===== config.mk =====
export PLATFORM = sky130hd
export DESIGN_NAME = tlbdp_tlb
export DESIGN_NICKNAME = d
export VERILOG_FILES = /design/src/hdl/tlbdp_pkg.sv /design/src/hdl/tlbdp_tlb.sv
export SDC_FILE = /design/constraint.sdc
export NUM_CORES = 1
export LEC_CHECK = 0
export BUFFER_PORTS_ARGS = -buffer_cell sky130_fd_sc_hd__buf_2
export CAP_MARGIN = 5
export CORE_MARGIN = 8
export CORE_UTILIZATION = 40
export CTS_CLUSTER_SIZE = 25
export DETAILED_ROUTE_END_ITERATION = 7
export GPL_TIMING_DRIVEN = 0
export HOLD_SLACK_MARGIN = 0.06
export PLACE_DENSITY = 0.54
export SYNTH_ARGS = -nofsm -noshare
export SYNTH_HDL_FRONTEND = slang
export SYNTH_SLANG_ARGS = --single-unit

===== constraint.sdc =====
create_clock -name clk -period 5.4 [get_ports clk]
set_input_delay 0.27 -clock clk [delete_from_list [all_inputs] [get_ports clk]]
set_output_delay 0.27 -clock clk [all_outputs]
set_load 0.02 [all_outputs]

===== src/hdl/tlbdp_pkg.sv =====
`timescale 1ns / 1ps

package tlbdp_pkg;

	localparam int PAGE_W  = 8;
	localparam int FRAME_W = 10;
	localparam int CFG_W   = 10;
	localparam int FAULT_W = 16;
	localparam int STAMP_W = 32;

	localparam logic [FAULT_W-1:0] FAULT_MAX = '1;

	typedef enum logic [2:0] {
		ST_TLB_HIT      = 3'd0,
		ST_TABLE_HIT    = 3'd1,
		ST_FAULT_FREE   = 3'd2,
		ST_FAULT_EVICT  = 3'd3,
		ST_NO_FRAMES    = 3'd4,
		ST_OUT_OF_RANGE = 3'd5
	} status_t;

	typedef logic [1:0] cfg_idx_t;

	localparam cfg_idx_t REG_BASE_FRAME  = 2'd0;
	localparam cfg_idx_t REG_FRAME_COUNT = 2'd1;
	localparam cfg_idx_t REG_TLB_USED    = 2'd2;
	localparam cfg_idx_t REG_PAGE_COUNT  = 2'd3;

	typedef struct packed {
		logic [PAGE_W-1:0] page;
		logic              new_run;
	} req_t;

	typedef struct packed {
		status_t            status;
		logic [FRAME_W-1:0] frame;
		logic [PAGE_W-1:0]  evicted_page;
		logic [FAULT_W-1:0] fault_count;
	} rsp_t;

endpackage


===== src/hdl/tlbdp_tlb.sv =====
`timescale 1ns / 1ps

module tlbdp_tlb #(
	parameter int TLB_DEPTH = 16,
	localparam int TI_W = (TLB_DEPTH > 1) ? $clog2(TLB_DEPTH) : 1,
	localparam int LIM_W = ($clog2(TLB_DEPTH + 1) > 5) ? $clog2(TLB_DEPTH + 1) : 5
) (
	input  logic                         clk,
	input  logic                         arst_n,
	input  logic                         clr,
	input  logic                         we,
	input  logic [TI_W-1:0]              widx,
	input  logic [tlbdp_pkg::PAGE_W-1:0]  wpage,
	input  logic [tlbdp_pkg::FRAME_W-1:0] wframe,
	input  logic                         inv,
	input  logic [tlbdp_pkg::PAGE_W-1:0]  inv_page,
	input  logic [tlbdp_pkg::PAGE_W-1:0]  look_page,
	output logic                         hit,
	output logic [tlbdp_pkg::FRAME_W-1:0] hit_frame,
	input  logic [LIM_W-1:0]             limit,
	output logic                         full,
	output logic [TI_W-1:0]              free_idx,
	input  logic [TI_W-1:0]              rd_idx,
	output logic [tlbdp_pkg::PAGE_W-1:0]  rd_page,
	output logic                         rd_valid
);

	logic [TLB_DEPTH-1:0]            valid_q;
	logic [tlbdp_pkg::PAGE_W-1:0]  page_q  [TLB_DEPTH];
	logic [tlbdp_pkg::FRAME_W-1:0] frame_q [TLB_DEPTH];
	logic [LIM_W-1:0]              used;

	always_ff @(posedge clk or negedge arst_n) begin
		if (!arst_n) begin
			valid_q <= '0;
		end else if (clr) begin
			valid_q <= '0;
		end else begin
			for (int i = 0; i < TLB_DEPTH; i++) begin
				if (inv && valid_q[i] && page_q[i] == inv_page) begin
					valid_q[i] <= 1'b0;
				end
			end
			if (we) begin
				valid_q[widx] <= 1'b1;
			end
		end
	end

	always_ff @(posedge clk) begin
		if (we) begin
			page_q[widx]  <= wpage;
			frame_q[widx] <= wframe;
		end
	end

	// lowest matching slot wins, lowest empty slot is filled first
	always_comb begin
		hit       = 1'b0;
		hit_frame = '0;
		free_idx  = '0;
		used      = '0;
		for (int i = TLB_DEPTH - 1; i >= 0; i--) begin
			if (valid_q[i] && page_q[i] == look_page) begin
				hit       = 1'b1;
				hit_frame = frame_q[i];
			end
			if (!valid_q[i]) begin
				free_idx = TI_W'(i);
			end
			used = used + LIM_W'(valid_q[i]);
		end
	end

	assign full     = (used >= limit);
	assign rd_page  = page_q[rd_idx];
	assign rd_valid = valid_q[rd_idx];

endmodule


# Word-level counts from Yosys, hierarchy flattened
# Memories as Yosys holds them, arrays and structs flattened.
# Index checks and enable logic that the tools add are counted.
[totals]
memories = 2
mem_bits_rw = 288
input_bits = 52
word_cells = 192
reg_bits = 16
[mem_list]
columns = ["memory", "words", "width", "rd", "rd_ports_with_merged_regs", "wr", "line_no", "text"]
rows = [
  ["frame_q", 16, 10, 16, 0, 1, "tlbdp_tlb.sv:30", "logic [tlbdp_pkg::FRAME_W-1:0] frame_q [TLB_DEPTH];"],
  ["page_q", 16, 8, 17, 0, 1, "tlbdp_tlb.sv:29", "logic [tlbdp_pkg::PAGE_W-1:0] page_q [TLB_DEPTH];"],
]
[classes]
eq_ne = 32
addsub = 15
mux = 88
reduce_logical = 49
bitwise = 1
order_cmp = 4
[ops]
columns = ["operator", "count"]
rows = [
  ["$eq 8x8->1", 32],
  ["$mux 10", 16],
  ["$mux 4", 16],
  ["$add 5x1->5", 11],
  ["$mux 1", 52],
  ["$logic_and 1x1->1", 49],
  ["$mux 16", 2],
  ["$or 16x16->16", 1],
  ["$lt 4x5->1 const B", 2],
  ["$add 4x1->5", 1],
  ["$ge 5x5->1", 1],
  ["$add 3x1->4", 1],
  ["$bmux 1 s4", 1],
  ["$demux 1 s4", 1],
  ["$ge 4x1->1 const B", 1],
  ["$add 2x1->3", 1],
  ["$add 1x1->2", 1],
]

# Depth between registers and ports, before layout
[logic_depth]
word_depth = 18
depth_mapped = 16
mapped_depth_nobuf = 16

# Worst setup path after synthesis
# Ideal clock, no wire load.
[synth_timing]
kind = "register to output"
start = "reg valid_q[5]"
end = "out full"
n_path_buf = 0
arrival_time_ns = 3.978
stages_incl_launch_ff = 15
setup_slack_ns = 1.152
t_required_ns = 5.130
cell_sequence = "dfrtp_1 inv_1 fa_1 fa_1 fa_1 fa_1 inv_1 ha_1 fa_1 ha_1 a21o_1 a21oi_1 nor2b_1 o21ai_0 nand2b_1"
[synth_via]
elab_chain_len = 7
[synth_rtl]
columns = ["item", "line_no", "text"]
rows = [
  ["start, declared", "tlbdp_tlb.sv:28", "logic [TLB_DEPTH-1:0] valid_q;"],
  ["start signal, assigned", "tlbdp_tlb.sv:35", "valid_q <= '0;"],
  ["start signal, assigned", "tlbdp_tlb.sv:37", "valid_q <= '0;"],
  ["start signal, assigned by index", "tlbdp_tlb.sv:41", "valid_q[i] <= 1'b0;"],
  ["$add 5x1->5 (6 in series)", "tlbdp_tlb.sv:71", "used = used + LIM_W'(valid_q[i]);"],
  ["$ge 5x5->1", "tlbdp_tlb.sv:75", "assign full = (used >= limit);"],
  ["end, declared", "tlbdp_tlb.sv:21", "output logic full,"],
]
# Every way passes these cells.

# Worst setup path in the final report
[layout_timing]
start = "reg valid_q[11]"
end = "out full"
[layout_via]
elab_chain_len = 13
[layout_rtl]
columns = ["item", "line_no"]
rows = [
  ["$add 4x1->5", "tlbdp_tlb.sv:71"],
  ["$add 5x1->5 (11 in series)", "tlbdp_tlb.sv:71"],
  ["$ge 5x5->1", "tlbdp_tlb.sv:75"],
]
# Every way passes these cells.

==> summary.txt <==
Drt
  – Remaining DRCs: 0
  – Post-route ant nets: 0
  – WL final: 49880 um
  – Post-DR wirelength/cell: approximately 27 um
  – Via count: 10368
  – Avg Vias per Cell: 5.672
  – Drt initial violations: approximately 830
  – DR pass1 iterations: 5

Setup path
  – Crit. End Element: output port
  – Worst EP required: 5130 ps
  – Flop2flop setup slack: 3440 ps
  – Reg2reg end: valid_q[0]
  – Levels on crit path: 15
  – Slowest stage cell on the critical path: fa_1
  – Slowest stage delay, CP: ~570 ps
  – Crit Path Max Fanout: 5
  – Reg2Reg Depth: 5
  – FF-to-FF Start: page_q[0][3]
  – CP top delay family: adder cells
  – Cell mode on critical path: fa_1
  – CP Cell Sequence: inv_1 -> fa_1 -> fa_1 -> fa_1 -> fa_1 -> inv_1 -> ha_1 -> fa_1 -> ha_1 -> a21o_1 -> a21oi_1 -> nor2b_1 -> o21ai_0 -> nand2b_1 -> buf_2
  – Crit Path Category: reg -> out
  – Worst path bufs/invs: 3
  – CP arrival: 4940 ps
  – Setup crit end: full
  – Setup crit start: valid_q[11]
  – Crit start category: flop

Synth
  – Synth area leaders: edfxtp_1 (55%), xor2_1 (7.3%), xnor2_1 (7.0%)
  – Post-Syn Instances: ~1200
  – Netlist cell types: 59
  – Ys async rst share: 5.263%
  – Top_reg_cell synth: edfxtp_1
  – Sequential-to-total area share from yosys stat: 57.50%
  – Post-synth net total: 1243
  – Mean Syn Cell Area: 13.44 um2
  – Flops & latches, synth: 304
  – Synth top area share: between 50% and 60%
  – Synth warn: 0
  – Synthesized area: 15740 um2
  – Post-synth EDFFs: between 200 and 300
  – Post-synth top area cell: edfxtp_1

Final layout
  – Area of the multi-input gates: 6226 um2
  – Design area: approximately 18000 um2
  – ANT cells: 0
  – Share of cells above drive strength 1: a little under a fifth
  – Final nets: 1354
  – Layout area overhead: 16.13%
  – Final Util: a little under half
  – Post-route insts no fill: roughly 1800
  – Filler cell count: 3518
  – Register area: 9050 um2

Global route
  – Largest net degree at the start of global routing: 20
  – Initial antenna violation count: 1
  – Vias in the first global route: 10546
  – Total gr overflow: 0
  – Gr usage total: a little over a fifth
  – Global-route wire length before repair: 72620 um

Place
  – Placed Area: between 15000 and 20000 um2
  – Routability Congestion: between 0.9 and 1
  – Placed Cells: 1760
  – Count of input and output buffers: 54
  – Post-Place Setup Slack: 697.9 ps
  – DP HPWL: 36320 um

STA
  – Setup TNS: 0 ps
  – Final Cycle Share: a little under 100%
  – Slew @ Worst Pin: 1067 ps
  – Headroom to the max-slew limit: around 29%
  – Final Skew: ~17 ps
  – Final hold vios: 0
  – Final setup margin: 190.1 ps
  – Fin crit period: 5210 ps
  – Unrepaired setup endpoints after global routing: false
  – Hold Slack: 67.76 ps
  – Final setup fails: 0
  – Slew Limit Fails: 0
  – F_max: 0.1919 GHz

Die
  – Die ar.: 45950 um2
  – Die Wd: about 210 um
  – Initial Util: 40.63%
  – Ports: 77
  – Core box area: approximately 39000 um2
  – Row count: 72
  – Die height: 214.4 um

Clocking
  – Setup Buffers After CTS: 0
  – CTS buffer count: 37
  – Deepest clock path buffer count: 3
  – CTS Sinks: 304
  – Clk Latency, worst-skew pair: around 530 ps
  – TritonCTS clock tree: built
  – H-tree Lvls: 2
  – CTS root buffer: clkbuf_16
  – Clock slew at reported path FFs: about 60 ps

Job
  – Maximum capacitance violations: 0

Run status
  – Status: complete, no violations

Pwr
  – Cell Pwr Density: 312.4 nW/um2
  – Peak supply drop: 0.2692 mV
  – Tot Pwr: 5.709 mW
  – LEAKAGE: about 6 nW

Min path
  – Worst Hold Class: in -> reg
power breakdown:
group | switching, mW | total, mW | internal (mW)
Combinational | 0.278 | 0.444 | 0.167
Sequential | 0.0341 | 2.66 | 2.63
Clock | 1.02 | 2.60 | 1.58
Total | 1.33 | 5.71 | 4.38
worst reg2reg max path, stage by stage, from the launching register on:
cell,delay (ps)
edfxtp_1,450
xor2_1,190
nor4_1,810
nand4_1,170
a21oi_1,170
nor2_1,50
timing repair:
action	4_1_cts	5_1_grt
hold buffers	1	0
setup endpoints to repair	0	1
gates resized for setup	0	2
hold endpoints to repair	16	0
layout make-up:
type,count,area share [%]
Multi-Input combinational cell,763,34.07
Tap cell,518,3.546
Sequential cell,304,49.52
Clock buffer,42,5.285
Buffer,63,2.074
Clock inverter,25,1.623
Inverter,41,0.8421
Timing Repair Buffer,72,3.046
synth_stat cells, types with 2 or more instances:
| cell | count |
|---|---|
| clkbuf_1 | 27 |
| nand2b_1 | 9 |
| nor3_2 | 5 |
| buf_6 | 16 |
| nand4_1 | 41 |
| buf_1 | 6 |
| nor4_4 | 3 |
| a221oi_1 | 9 |
| dfrtp_1 | 16 |
| o211ai_1 | 3 |
| a21o_1 | 7 |
| mux2i_1 | 4 |
| nor4_1 | 24 |
| edfxtp_1 | 288 |
| a22oi_1 | 9 |
| a21oi_1 | 37 |
| nor3_1 | 36 |
| a22o_1 | 2 |
| inv_1 | 40 |
| fa_1 | 10 |
| o21ai_1 | 3 |
| nand3_1 | 32 |
| a21boi_0 | 5 |
| buf_4 | 2 |
| nor2_1 | 40 |
| xor2_1 | 131 |
| a31oi_1 | 8 |
| o22ai_1 | 9 |
| a211o_1 | 4 |
| o221ai_1 | 14 |
| xnor2_1 | 125 |
| or2_2 | 2 |
| or3_1 | 7 |
| xnor2_2 | 2 |
| o21ai_0 | 20 |
| a211oi_1 | 3 |
| nor2b_1 | 4 |
| a311oi_1 | 2 |
| ha_1 | 10 |
| buf_2 | 12 |
| nand3b_1 | 6 |
| mux4_2 | 45 |
| nand2_1 | 77 |
sequential cells by signal (all words and copies together) (netlist names):
signal   flops
page_q     128
valid_q     16
frame_q    160
worst min path at each step:
stage                      start          to  slack (ps)  depth (start not counted)
after floorplan           arst_n  valid_q[0]         -30                          0
after global placement    arst_n  valid_q[3]         230                          1
after detailed placement  arst_n  valid_q[3]         230                          1
after CTS                    clr  valid_q[0]          60                          2
after global routing         clr  valid_q[3]          90                          2
final                        clr  valid_q[0]          70                          2
routing by layer:
| layer | vias to the layer above | global-route usage [%] | share of wire (%) |
|---|---|---|---|
| met5 | - | 0 | 0.016 |
| met4 | 2 | 7.427 | 3.6 |
| met3 | 86 | 3.371 | 6.0 |
| met2 | 374 | 34.89 | 48 |
| met1 | 5303 | 28.29 | 43 |
| li1 | 4603 | - | - |
cell usage in the layout, fill, tap and decap left out, drive strengths merged, types with 3 or more instances in the layout:
cell,instances
nand4,41
o211ai,4
a211o,4
inv,42
buf,107
a211oi,3
nor3,41
dfrtp,16
clkinv,17
edfxtp,288
or3,7
o221ai,14
a21o,7
fa,10
nor4,27
nor2b,4
a31oi,8
xor2,131
ha,10
a21boi,5
nand3,33
a22oi,9
o21ai,23
clkbuf,69
mux2i,4
xnor2,127
a221oi,10
a21oi,37
bufinv,6
nor2,41
nand2b,9
mux4,45
nand2,77
o22ai,9
nand3b,6
kinds of logic (layout without fill, tap and decap cells):
group           Yosys count  count (layout)  synth area share, %
simple gates            293             293                9.779
mux                      49              49                6.694
fa+ha+maj                20              20                2.067
compound gates          143             143                6.122
buf+inv                 104             243                3.387
flops                   304             304                57.50
xor+xnor                258             258                14.45
Note: power is estimated with default switching activity, not from simulation.
